[config.mk]
export PLATFORM = sky130hd
export DESIGN_NAME = center_fill_nearest_scaler_addr_unit
export DESIGN_NICKNAME = d
export VERILOG_FILES = /design/src/rtl/core/cfns_pkg.sv /design/src/rtl/core/center_fill_nearest_scaler_addr_unit.sv
export SDC_FILE = /design/constraint.sdc
export NUM_CORES = 2
export LEC_CHECK = 0
export BUFFER_PORTS_ARGS = -buffer_cell sky130_fd_sc_hd__buf_4
export CAP_MARGIN = 40
export CELL_PAD_IN_SITES_DETAIL_PLACEMENT = 1
export CELL_PAD_IN_SITES_GLOBAL_PLACEMENT = 2
export CORE_AREA = 5 5 380 382
export DETAILED_ROUTE_END_ITERATION = 16
export DIE_AREA = 0 0 385 387
export GPL_TIMING_DRIVEN = 0
export PLACE_DENSITY_LB_ADDON = 0.15
export SLEW_MARGIN = 10
export SYNTH_ARGS = -nofsm -noshare
export SYNTH_HDL_FRONTEND = slang
export SYNTH_SLANG_ARGS = --single-unit
[constraint.sdc]
create_clock -name clk -period 10 [get_ports clk]
set_input_delay 2 -clock clk [delete_from_list [all_inputs] [get_ports clk]]
set_output_delay 2 -clock clk [all_outputs]
set_load 0.1 [all_outputs]
[src/rtl/core/cfns_pkg.sv]
// Shared constants, types and helper functions of the center-fill scaler address unit.
`timescale 1ns / 1ps

package cfns_pkg;

    // Display geometry and source register width.
    localparam int OUT_W      = 800;
    localparam int OUT_H      = 480;
    localparam int GUARD_ROWS = 2;
    localparam int DIM_BITS   = 12;
    localparam int COL_BITS   = 10;
    localparam int ROW_BITS   = 9;
    localparam int IDX_BITS   = 2 * DIM_BITS;
    localparam int HALF_DIV   = 2;

    // Register map.
    localparam int CFG_IDX_BITS = 1;
    localparam logic [CFG_IDX_BITS-1:0] REG_SRC_WIDTH  = CFG_IDX_BITS'(0);
    localparam logic [CFG_IDX_BITS-1:0] REG_SRC_HEIGHT = CFG_IDX_BITS'(1);

    // Product width covers coordinate times span and dimension times display size.
    localparam int OW_BITS   = $clog2(OUT_W + 1);
    localparam int OH_BITS   = $clog2(OUT_H + 1);
    localparam int PROD_BITS = DIM_BITS + ((OW_BITS > OH_BITS) ? OW_BITS : OH_BITS);
    localparam int RCP_BITS  = PROD_BITS + 1;

    // Reciprocals scaled by 2**PROD_BITS, rounded down.
    localparam logic [RCP_BITS-1:0] RCP_W = RCP_BITS'((64'd1 << PROD_BITS) / OUT_W);
    localparam logic [RCP_BITS-1:0] RCP_H = RCP_BITS'((64'd1 << PROD_BITS) / OUT_H);

    // Guard rows at the bottom of the display.
    localparam bit GUARD_ON   = (GUARD_ROWS > 0) && (GUARD_ROWS < OUT_H);
    localparam int BLANK_FROM = OUT_H - GUARD_ROWS;

    // Pipeline depths.
    localparam int PIPE_LAT     = 5;
    localparam int DERIV_STAGES = 4;

    // Reset configuration and the crop window that follows from it.
    localparam int RST_SRC_W  = 1920;
    localparam int RST_SRC_H  = 1080;
    localparam longint RST_WIDE = longint'(RST_SRC_W) * OUT_H;
    localparam longint RST_TALL = longint'(RST_SRC_H) * OUT_W;
    localparam int RST_SPAN_X = (RST_WIDE > RST_TALL) ? (RST_SRC_H * OUT_W) / OUT_H : RST_SRC_W;
    localparam int RST_SPAN_Y = (RST_WIDE < RST_TALL) ? (RST_SRC_W * OUT_H) / OUT_W : RST_SRC_H;
    localparam int RST_LEFT   = (RST_SRC_W - RST_SPAN_X) / HALF_DIV;
    localparam int RST_TOP    = (RST_SRC_H - RST_SPAN_Y) / HALF_DIV;

    typedef logic [DIM_BITS-1:0]  dim_t;
    typedef logic [PROD_BITS-1:0] prod_t;
    typedef logic [IDX_BITS-1:0]  idx_t;

    // Quotient estimate by reciprocal multiply; it is exact or one too small.
    function automatic prod_t quo_estimate(prod_t num, logic [RCP_BITS-1:0] rcp);
        logic [PROD_BITS+RCP_BITS-1:0] full;
        full = (PROD_BITS + RCP_BITS)'(num) * (PROD_BITS + RCP_BITS)'(rcp);
        return full[PROD_BITS +: PROD_BITS];
    endfunction

    // One correction step: bump the estimate when the remainder reaches the divisor.
    function automatic prod_t quo_fix(prod_t num, prod_t est, prod_t den);
        prod_t rem;
        rem = num - prod_t'(est * den);
        return (rem >= den) ? est + prod_t'(1) : est;
    endfunction

endpackage

[src/rtl/core/center_fill_nearest_scaler_addr_unit.sv]
// Top level of the center-fill nearest-neighbor scaler address unit.
// An accepted request runs through the five-stage pixel pipeline and done strobes its result.
// Throughput: one request per cycle while busy is low; results cannot stall.
// A configuration write raises busy while the crop window is re-derived.
// Reset (rst_n low, asynchronous) loads the 1920 x 1080 source size and its crop window
// and empties both pipelines.
`timescale 1ns / 1ps

module center_fill_nearest_scaler_addr_unit (
    input  logic                                 clk,
    input  logic                                 rst_n,
    input  logic                                 start,
    output logic                                 busy,
    input  logic [cfns_pkg::COL_BITS-1:0]        out_col,
    input  logic [cfns_pkg::ROW_BITS-1:0]        out_row,
    input  logic                                 cfg_wen,
    input  logic [cfns_pkg::CFG_IDX_BITS-1:0]    cfg_index,
    input  cfns_pkg::dim_t                       cfg_data,
    output logic                                 done,
    output cfns_pkg::dim_t                       src_col,
    output cfns_pkg::dim_t                       src_row,
    output cfns_pkg::idx_t                       src_index,
    output logic                                 blank
);

    import cfns_pkg::*;

    // ------------------------------------------------------------------
    // Configuration registers.
    // ------------------------------------------------------------------
    dim_t src_w_reg, src_w_next;
    dim_t src_h_reg, src_h_next;

    always_comb
    begin
        src_w_next = src_w_reg;
        src_h_next = src_h_reg;
        if (cfg_wen)
        begin
            case (cfg_index)
                REG_SRC_WIDTH:  src_w_next = cfg_data;
                REG_SRC_HEIGHT: src_h_next = cfg_data;
                default:        ;
            endcase
        end
    end

    always_ff @(posedge clk or negedge rst_n)
    begin
        if (!rst_n)
        begin
            src_w_reg <= dim_t'(RST_SRC_W);
            src_h_reg <= dim_t'(RST_SRC_H);
        end
        else
        begin
            src_w_reg <= src_w_next;
            src_h_reg <= src_h_next;
        end
    end

    // ------------------------------------------------------------------
    // Crop window derivation. Every write starts a four-stage pass: products,
    // reciprocal estimates, remainder correction, then the aspect compare
    // selects which axis is narrowed and updates the window. busy covers the
    // whole pass, but requests taken with the write or in flight may see a stale window.
    // ------------------------------------------------------------------
    logic [DERIV_STAGES-1:0] deriv_vld_reg, deriv_vld_next;

    prod_t d1_numx_reg, d1_numy_reg;
    dim_t  d1_w_reg, d1_h_reg;
    prod_t d2_numx_reg, d2_numy_reg, d2_qx_reg, d2_qy_reg;
    dim_t  d2_w_reg, d2_h_reg;
    prod_t d3_qx_reg, d3_qy_reg;
    logic  d3_wide_reg, d3_tall_reg;
    dim_t  d3_w_reg, d3_h_reg;

    dim_t crop_left_reg, crop_left_next;
    dim_t crop_top_reg, crop_top_next;
    dim_t crop_span_x_reg, crop_span_x_next;
    dim_t crop_span_y_reg, crop_span_y_next;

    assign deriv_vld_next = {deriv_vld_reg[DERIV_STAGES-2:0], cfg_wen};
    assign busy           = |deriv_vld_reg;

    // The datapath runs every cycle; only the valid bit of the last stage commits.
    always_ff @(posedge clk)
    begin
        // Height times display width, and width times display height.
        d1_numx_reg <= prod_t'(src_h_reg) * prod_t'(OUT_W);
        d1_numy_reg <= prod_t'(src_w_reg) * prod_t'(OUT_H);
        d1_w_reg    <= src_w_reg;
        d1_h_reg    <= src_h_reg;

        d2_numx_reg <= d1_numx_reg;
        d2_numy_reg <= d1_numy_reg;
        d2_qx_reg   <= quo_estimate(d1_numx_reg, RCP_H);
        d2_qy_reg   <= quo_estimate(d1_numy_reg, RCP_W);
        d2_w_reg    <= d1_w_reg;
        d2_h_reg    <= d1_h_reg;

        d3_qx_reg   <= quo_fix(d2_numx_reg, d2_qx_reg, prod_t'(OUT_H));
        d3_qy_reg   <= quo_fix(d2_numy_reg, d2_qy_reg, prod_t'(OUT_W));
        d3_wide_reg <= d2_numy_reg > d2_numx_reg;
        d3_tall_reg <= d2_numy_reg < d2_numx_reg;
        d3_w_reg    <= d2_w_reg;
        d3_h_reg    <= d2_h_reg;
    end

    // A source wider than the display aspect keeps its height and is trimmed left and right,
    // an odd column going right; a taller one keeps its width and is trimmed top and bottom,
    // an odd row going to the bottom. A matching aspect uses the whole frame.
    always_comb
    begin
        crop_left_next   = crop_left_reg;
        crop_top_next    = crop_top_reg;
        crop_span_x_next = crop_span_x_reg;
        crop_span_y_next = crop_span_y_reg;
        if (deriv_vld_reg[DERIV_STAGES-1])
        begin
            crop_left_next   = '0;
            crop_top_next    = '0;
            crop_span_x_next = d3_w_reg;
            crop_span_y_next = d3_h_reg;
            if (d3_wide_reg)
            begin
                crop_span_x_next = dim_t'(d3_qx_reg);
                crop_left_next   = dim_t'((d3_w_reg - dim_t'(d3_qx_reg)) / HALF_DIV);
            end
            else if (d3_tall_reg)
            begin
                crop_span_y_next = dim_t'(d3_qy_reg);
                crop_top_next    = dim_t'((d3_h_reg - dim_t'(d3_qy_reg)) / HALF_DIV);
            end
        end
    end

    always_ff @(posedge clk or negedge rst_n)
    begin
        if (!rst_n)
        begin
            deriv_vld_reg   <= '0;
            crop_left_reg   <= dim_t'(RST_LEFT);
            crop_top_reg    <= dim_t'(RST_TOP);
            crop_span_x_reg <= dim_t'(RST_SPAN_X);
            crop_span_y_reg <= dim_t'(RST_SPAN_Y);
        end
        else
        begin
            deriv_vld_reg   <= deriv_vld_next;
            crop_left_reg   <= crop_left_next;
            crop_top_reg    <= crop_top_next;
            crop_span_x_reg <= crop_span_x_next;
            crop_span_y_reg <= crop_span_y_next;
        end
    end

    // ------------------------------------------------------------------
    // Pixel pipeline.
    //   Stage 1: clamp the coordinate to the display, multiply by the span.
    //   Stage 2: reciprocal multiply gives a quotient estimate.
    //   Stage 3: remainder check corrects the estimate by one.
    //   Stage 4: add the crop origin.
    //   Stage 5: linear index as row times source width plus column.
    // ------------------------------------------------------------------
    logic                accept;
    logic [PIPE_LAT-1:0] pix_vld_reg, pix_vld_next;

    logic [COL_BITS-1:0] col_sat;
    logic [ROW_BITS-1:0] row_sat;

    prod_t p1_px_reg, p1_py_reg;
    prod_t p2_px_reg, p2_py_reg, p2_qx_reg, p2_qy_reg;
    prod_t p3_qx_reg, p3_qy_reg;
    dim_t  p4_sc_reg, p4_sr_reg;
    logic  [PIPE_LAT-2:0] blank_pipe_reg;

    dim_t  src_col_reg, src_row_reg;
    idx_t  src_index_reg;
    logic  blank_reg;

    assign accept       = start && !busy;
    assign pix_vld_next = {pix_vld_reg[PIPE_LAT-2:0], accept};

    // Coordinates past the display edge are treated as the last column or row.
    assign col_sat = (out_col > COL_BITS'(OUT_W - 1)) ? COL_BITS'(OUT_W - 1) : out_col;
    assign row_sat = (out_row > ROW_BITS'(OUT_H - 1)) ? ROW_BITS'(OUT_H - 1) : out_row;

    always_ff @(posedge clk)
    begin
        p1_px_reg <= prod_t'(col_sat) * prod_t'(crop_span_x_reg);
        p1_py_reg <= prod_t'(row_sat) * prod_t'(crop_span_y_reg);

        // The guard-row flag rides alongside the arithmetic stages.
        blank_pipe_reg <= {blank_pipe_reg[PIPE_LAT-3:0],
                           GUARD_ON && (row_sat >= ROW_BITS'(BLANK_FROM))};

        p2_px_reg <= p1_px_reg;
        p2_py_reg <= p1_py_reg;
        p2_qx_reg <= quo_estimate(p1_px_reg, RCP_W);
        p2_qy_reg <= quo_estimate(p1_py_reg, RCP_H);

        p3_qx_reg <= quo_fix(p2_px_reg, p2_qx_reg, prod_t'(OUT_W));
        p3_qy_reg <= quo_fix(p2_py_reg, p2_qy_reg, prod_t'(OUT_H));

        p4_sc_reg <= crop_left_reg + dim_t'(p3_qx_reg);
        p4_sr_reg <= crop_top_reg + dim_t'(p3_qy_reg);

        src_col_reg   <= p4_sc_reg;
        src_row_reg   <= p4_sr_reg;
        src_index_reg <= idx_t'(p4_sr_reg) * idx_t'(src_w_reg) + idx_t'(p4_sc_reg);
        blank_reg     <= blank_pipe_reg[PIPE_LAT-2];
    end

    always_ff @(posedge clk or negedge rst_n)
    begin
        if (!rst_n)
        begin
            pix_vld_reg <= '0;
        end
        else
        begin
            pix_vld_reg <= pix_vld_next;
        end
    end

    assign done      = pix_vld_reg[PIPE_LAT-1];
    assign src_col   = src_col_reg;
    assign src_row   = src_row_reg;
    assign src_index = src_index_reg;
    assign blank     = blank_reg;

endmodule

==> impl_metrics.csv <==
group,metric,value,unit
placement,port_buffers,86,
critical_path,critPathCapture,"p1_px_reg[20]",
logic_synthesis,async_flop_share,17.4,%
cells_and_area,num-nets-final,6481,
critical_path,critPathTopFamily,"adder cells",
logic_synthesis,synth_area_leaders,"fa_1, ha_1, dfxtp_1",
route,drt-met1-wl,60.0,mm
clock_tree,clkSinkCount,466,
route,drt_iter0_markers,1063,
timing,drv_slew,0,
critical_path,startpoint,"out_col[7]",
floorplan,io_pins,87,
floorplan,num_rows,138,
logic_synthesis,synth_flop_cell,"dfxtp_1",
critical_path,cp_data_required_time,10590,ps
critical_path,reg2reg_depth,20,
floorplan,die_area,149000,µm²
floorplan,die_height,387,µm
timing,rsz0062_at_grt,"no",
outcome,status,"finished clean",
logic_synthesis,ys_ff_latch,466,
critical_path,crit_chain,"buf_4 > o311ai_1 > buf_2 > nor2b_1 > clkbuf_1 > nand2b_1 > fa_1 > fa_1 > inv_1 > fa_1 > fa_1 > inv_1 > fa_1 > inv_1 > ha_1 > o41ai_1 > o21ai_0 > nor4_1 > nor3_1 > a211o_1 > o31ai_1 > xnor2_1",
critical_path,reg2reg_to,"src_index[23]",
critical_path,crit_path_end_kind,"flip-flop",
worst_hold_path,min_path_type,"reg2reg",
route,vias_per_cell,4.72,
timing,finClkSkew,20.1,ps
global_route,antenna_found_initial,10,
route,drt_first_pass_iters,5,
route,drc,0,
critical_path,crit_path_max_incr_delay,700,ps
placement,hpwlAfterDp,106,mm
route,drt-total-wl,125,mm
logic_synthesis,ys.warnings.count,0,
cells_and_area,final_common_cell,"inv_1",
critical_path,rrSetupSlack,3180,ps
timing,min_period_over_period,83.4,%
timing,max_freq,120,MHz
critical_path,crit_top_cell,"fa_1",
clock_tree,path_clk_slew,70,ps
critical_path,rr_startpoint,"src_w_reg[2]",
clock_tree,cts_buffer_depth,3,
cells_and_area,area_delta_synth_final,11.1,%
floorplan,core_area,141000,µm²
logic_synthesis,ys_types,87,
route,via_count,32920,
clock_tree,cts-root-buf,"clkbuf_16",
clock_tree,postCtsHoldBufs,0,
logic_synthesis,yosysSeqAreaShare,20.6,%
cells_and_area,layout-drive-gt1-share,5.76,%
floorplan,die_x,385,µm
critical_path,path_depth,22,
global_route,grt_max_degree,45,
critical_path,critPathLaunchType,"input pin",
critical_path,crit_type,"in2reg",
route,ant_nets,0,
timing,setup-tns-final,0,ps
placement,gp_congestion,0.819,
clock_tree,cts_max_level,2,
timing,hold_violations,0,
cells_and_area,diodes,0,
route,wl_met3,3.65,mm
cells_and_area,largest_reg_flops,24,
clock_tree,cts-buffers-inserted,60,
logic_synthesis,syn-cell-area,47500,µm²
floorplan,start_util,33.7,%
clock_tree,post_cts_buffers,0,
clock_tree,cts_tree,"yes",
clock_tree,insertion_delay,680,ps
critical_path,cp_max_fo,10,
global_route,grt_pass1_wl,205,mm
logic_synthesis,syn_area_per_cell,9.73,µm²
logic_synthesis,syn_nets,6327,
logic_synthesis,synthCells,4880,
global_route,grt_pass1_vias,36524,
flow_run,max-cap-violations,0,
logic_synthesis,synth_area_leader_cell,"fa_1",
cells_and_area,layout_common_cells,"inv_1, ha_1, fa_1, dfxtp_1, nand2_1",
critical_path,critPathBufInv,6,
global_route,grt_overflow_total,0,
route,routedWlPerCell,18.0,µm
timing,tightest_slew,846,ps
timing,slew_headroom,43.6,%
logic_synthesis,synth_top_area_share,23.0,%
logic_synthesis,synth-edff-count,0,
route,wl_met2,59.2,mm
critical_path,crit_slowest_cell,"o41ai_1",
clock_tree,cts-resized-gates,0,
timing,period_minus_slack,8340,ps
global_route,grt_usage,17.4,%
critical_path,critPathArrivalTime,8940,ps
timing,setup_violations,0,
route,top_layer_used,"met4",
-- through the flow --
stage	instances	hold WS, ps	instance area [µm²]	setup WS, ps	util, %
after floorplan	4880	310	47500	2270	-
after global placement	6856	311	50500	734	35.9
after detailed placement	6862	313	50600	944	36.0
after CTS	6975	323	52700	1630	37.5
after global routing	6975	330	52700	1230	37.5
final	6975	322	52700	1660	37.5
-- cells in the mapped netlist, types with 30 or more instances --
| cell | number |
|---|---|
| inv_1 | 934 |
| ha_1 | 866 |
| fa_1 | 545 |
| dfxtp_1 | 385 |
| nand2_1 | 342 |
| nor2_1 | 196 |
| xnor2_1 | 193 |
| a21oi_1 | 177 |
| and2_1 | 162 |
| o21ai_0 | 123 |
| clkbuf_1 | 84 |
| xor2_1 | 66 |
| and3_1 | 63 |
| dfrtp_1 | 61 |
| a21o_1 | 60 |
| nor3_1 | 54 |
| nand3_1 | 49 |
| nor2b_1 | 41 |
| o21bai_1 | 36 |
| nand2b_1 | 35 |
| o21a_1 | 30 |
-- layout make-up --
class	count	area, µm²
sequential	466	9760
inverter	935	3510
multi-input combinational	3387	33800
timing repair buffer	92	788
clock buffer	72	1660
clock inverter	41	453
buffer	92	365
fill	16021	88000
tap	1890	2360
-- cell families after synthesis --
kind of cell	Yosys count	synth area share, %
adders and majority gates	1411	45.8
buffers and inverters	1027	8.16
and+or+nand+nor	1023	10.5
AOI/OAI and AO/OA	649	9.15
DFF	466	20.6
xor gates and xnor gates	259	4.78
muxes	45	1.01
-- per-layer routing --
layer  GRT usage (%)  vias up
met5               0        -
met4            3.62        0
met3            2.07      113
met2            29.4      283
met1            23.9    16361
li1                -    16163
-- worst register-to-register path, stage by stage (launching register included) --
cell      delay, ps
dfrtp_1         890
clkbuf_1        560
nand2_1         160
fa_1            510
inv_1            60
fa_1            480
fa_1            510
inv_1            50
fa_1            480
fa_1            550
inv_1            40
ha_1            350
inv_1            70
o21bai_1         80
a21oi_1         380
o211a_1         260
nor2_1           90
a221o_1         360
o41ai_1         480
mux2i_1         250
nand4_1          90
-- worst min path at each step --
stage	startpoint	endpoint	slack, ps	depth (start not counted)
floorplan	blank_pipe_reg[3]	blank	310	0
global placement	d1_w_reg[8]	d2_w_reg[8]	310	0
detailed placement	d1_w_reg[1]	d2_w_reg[1]	310	0
CTS	blank_pipe_reg[3]	blank	320	0
global route	d2_w_reg[11]	d3_w_reg[11]	330	0
finish	blank_pipe_reg[3]	blank	320	0
Power is not shown: default switching activity piles up to over one toggle a cycle in this logic, so the estimate is an artifact.
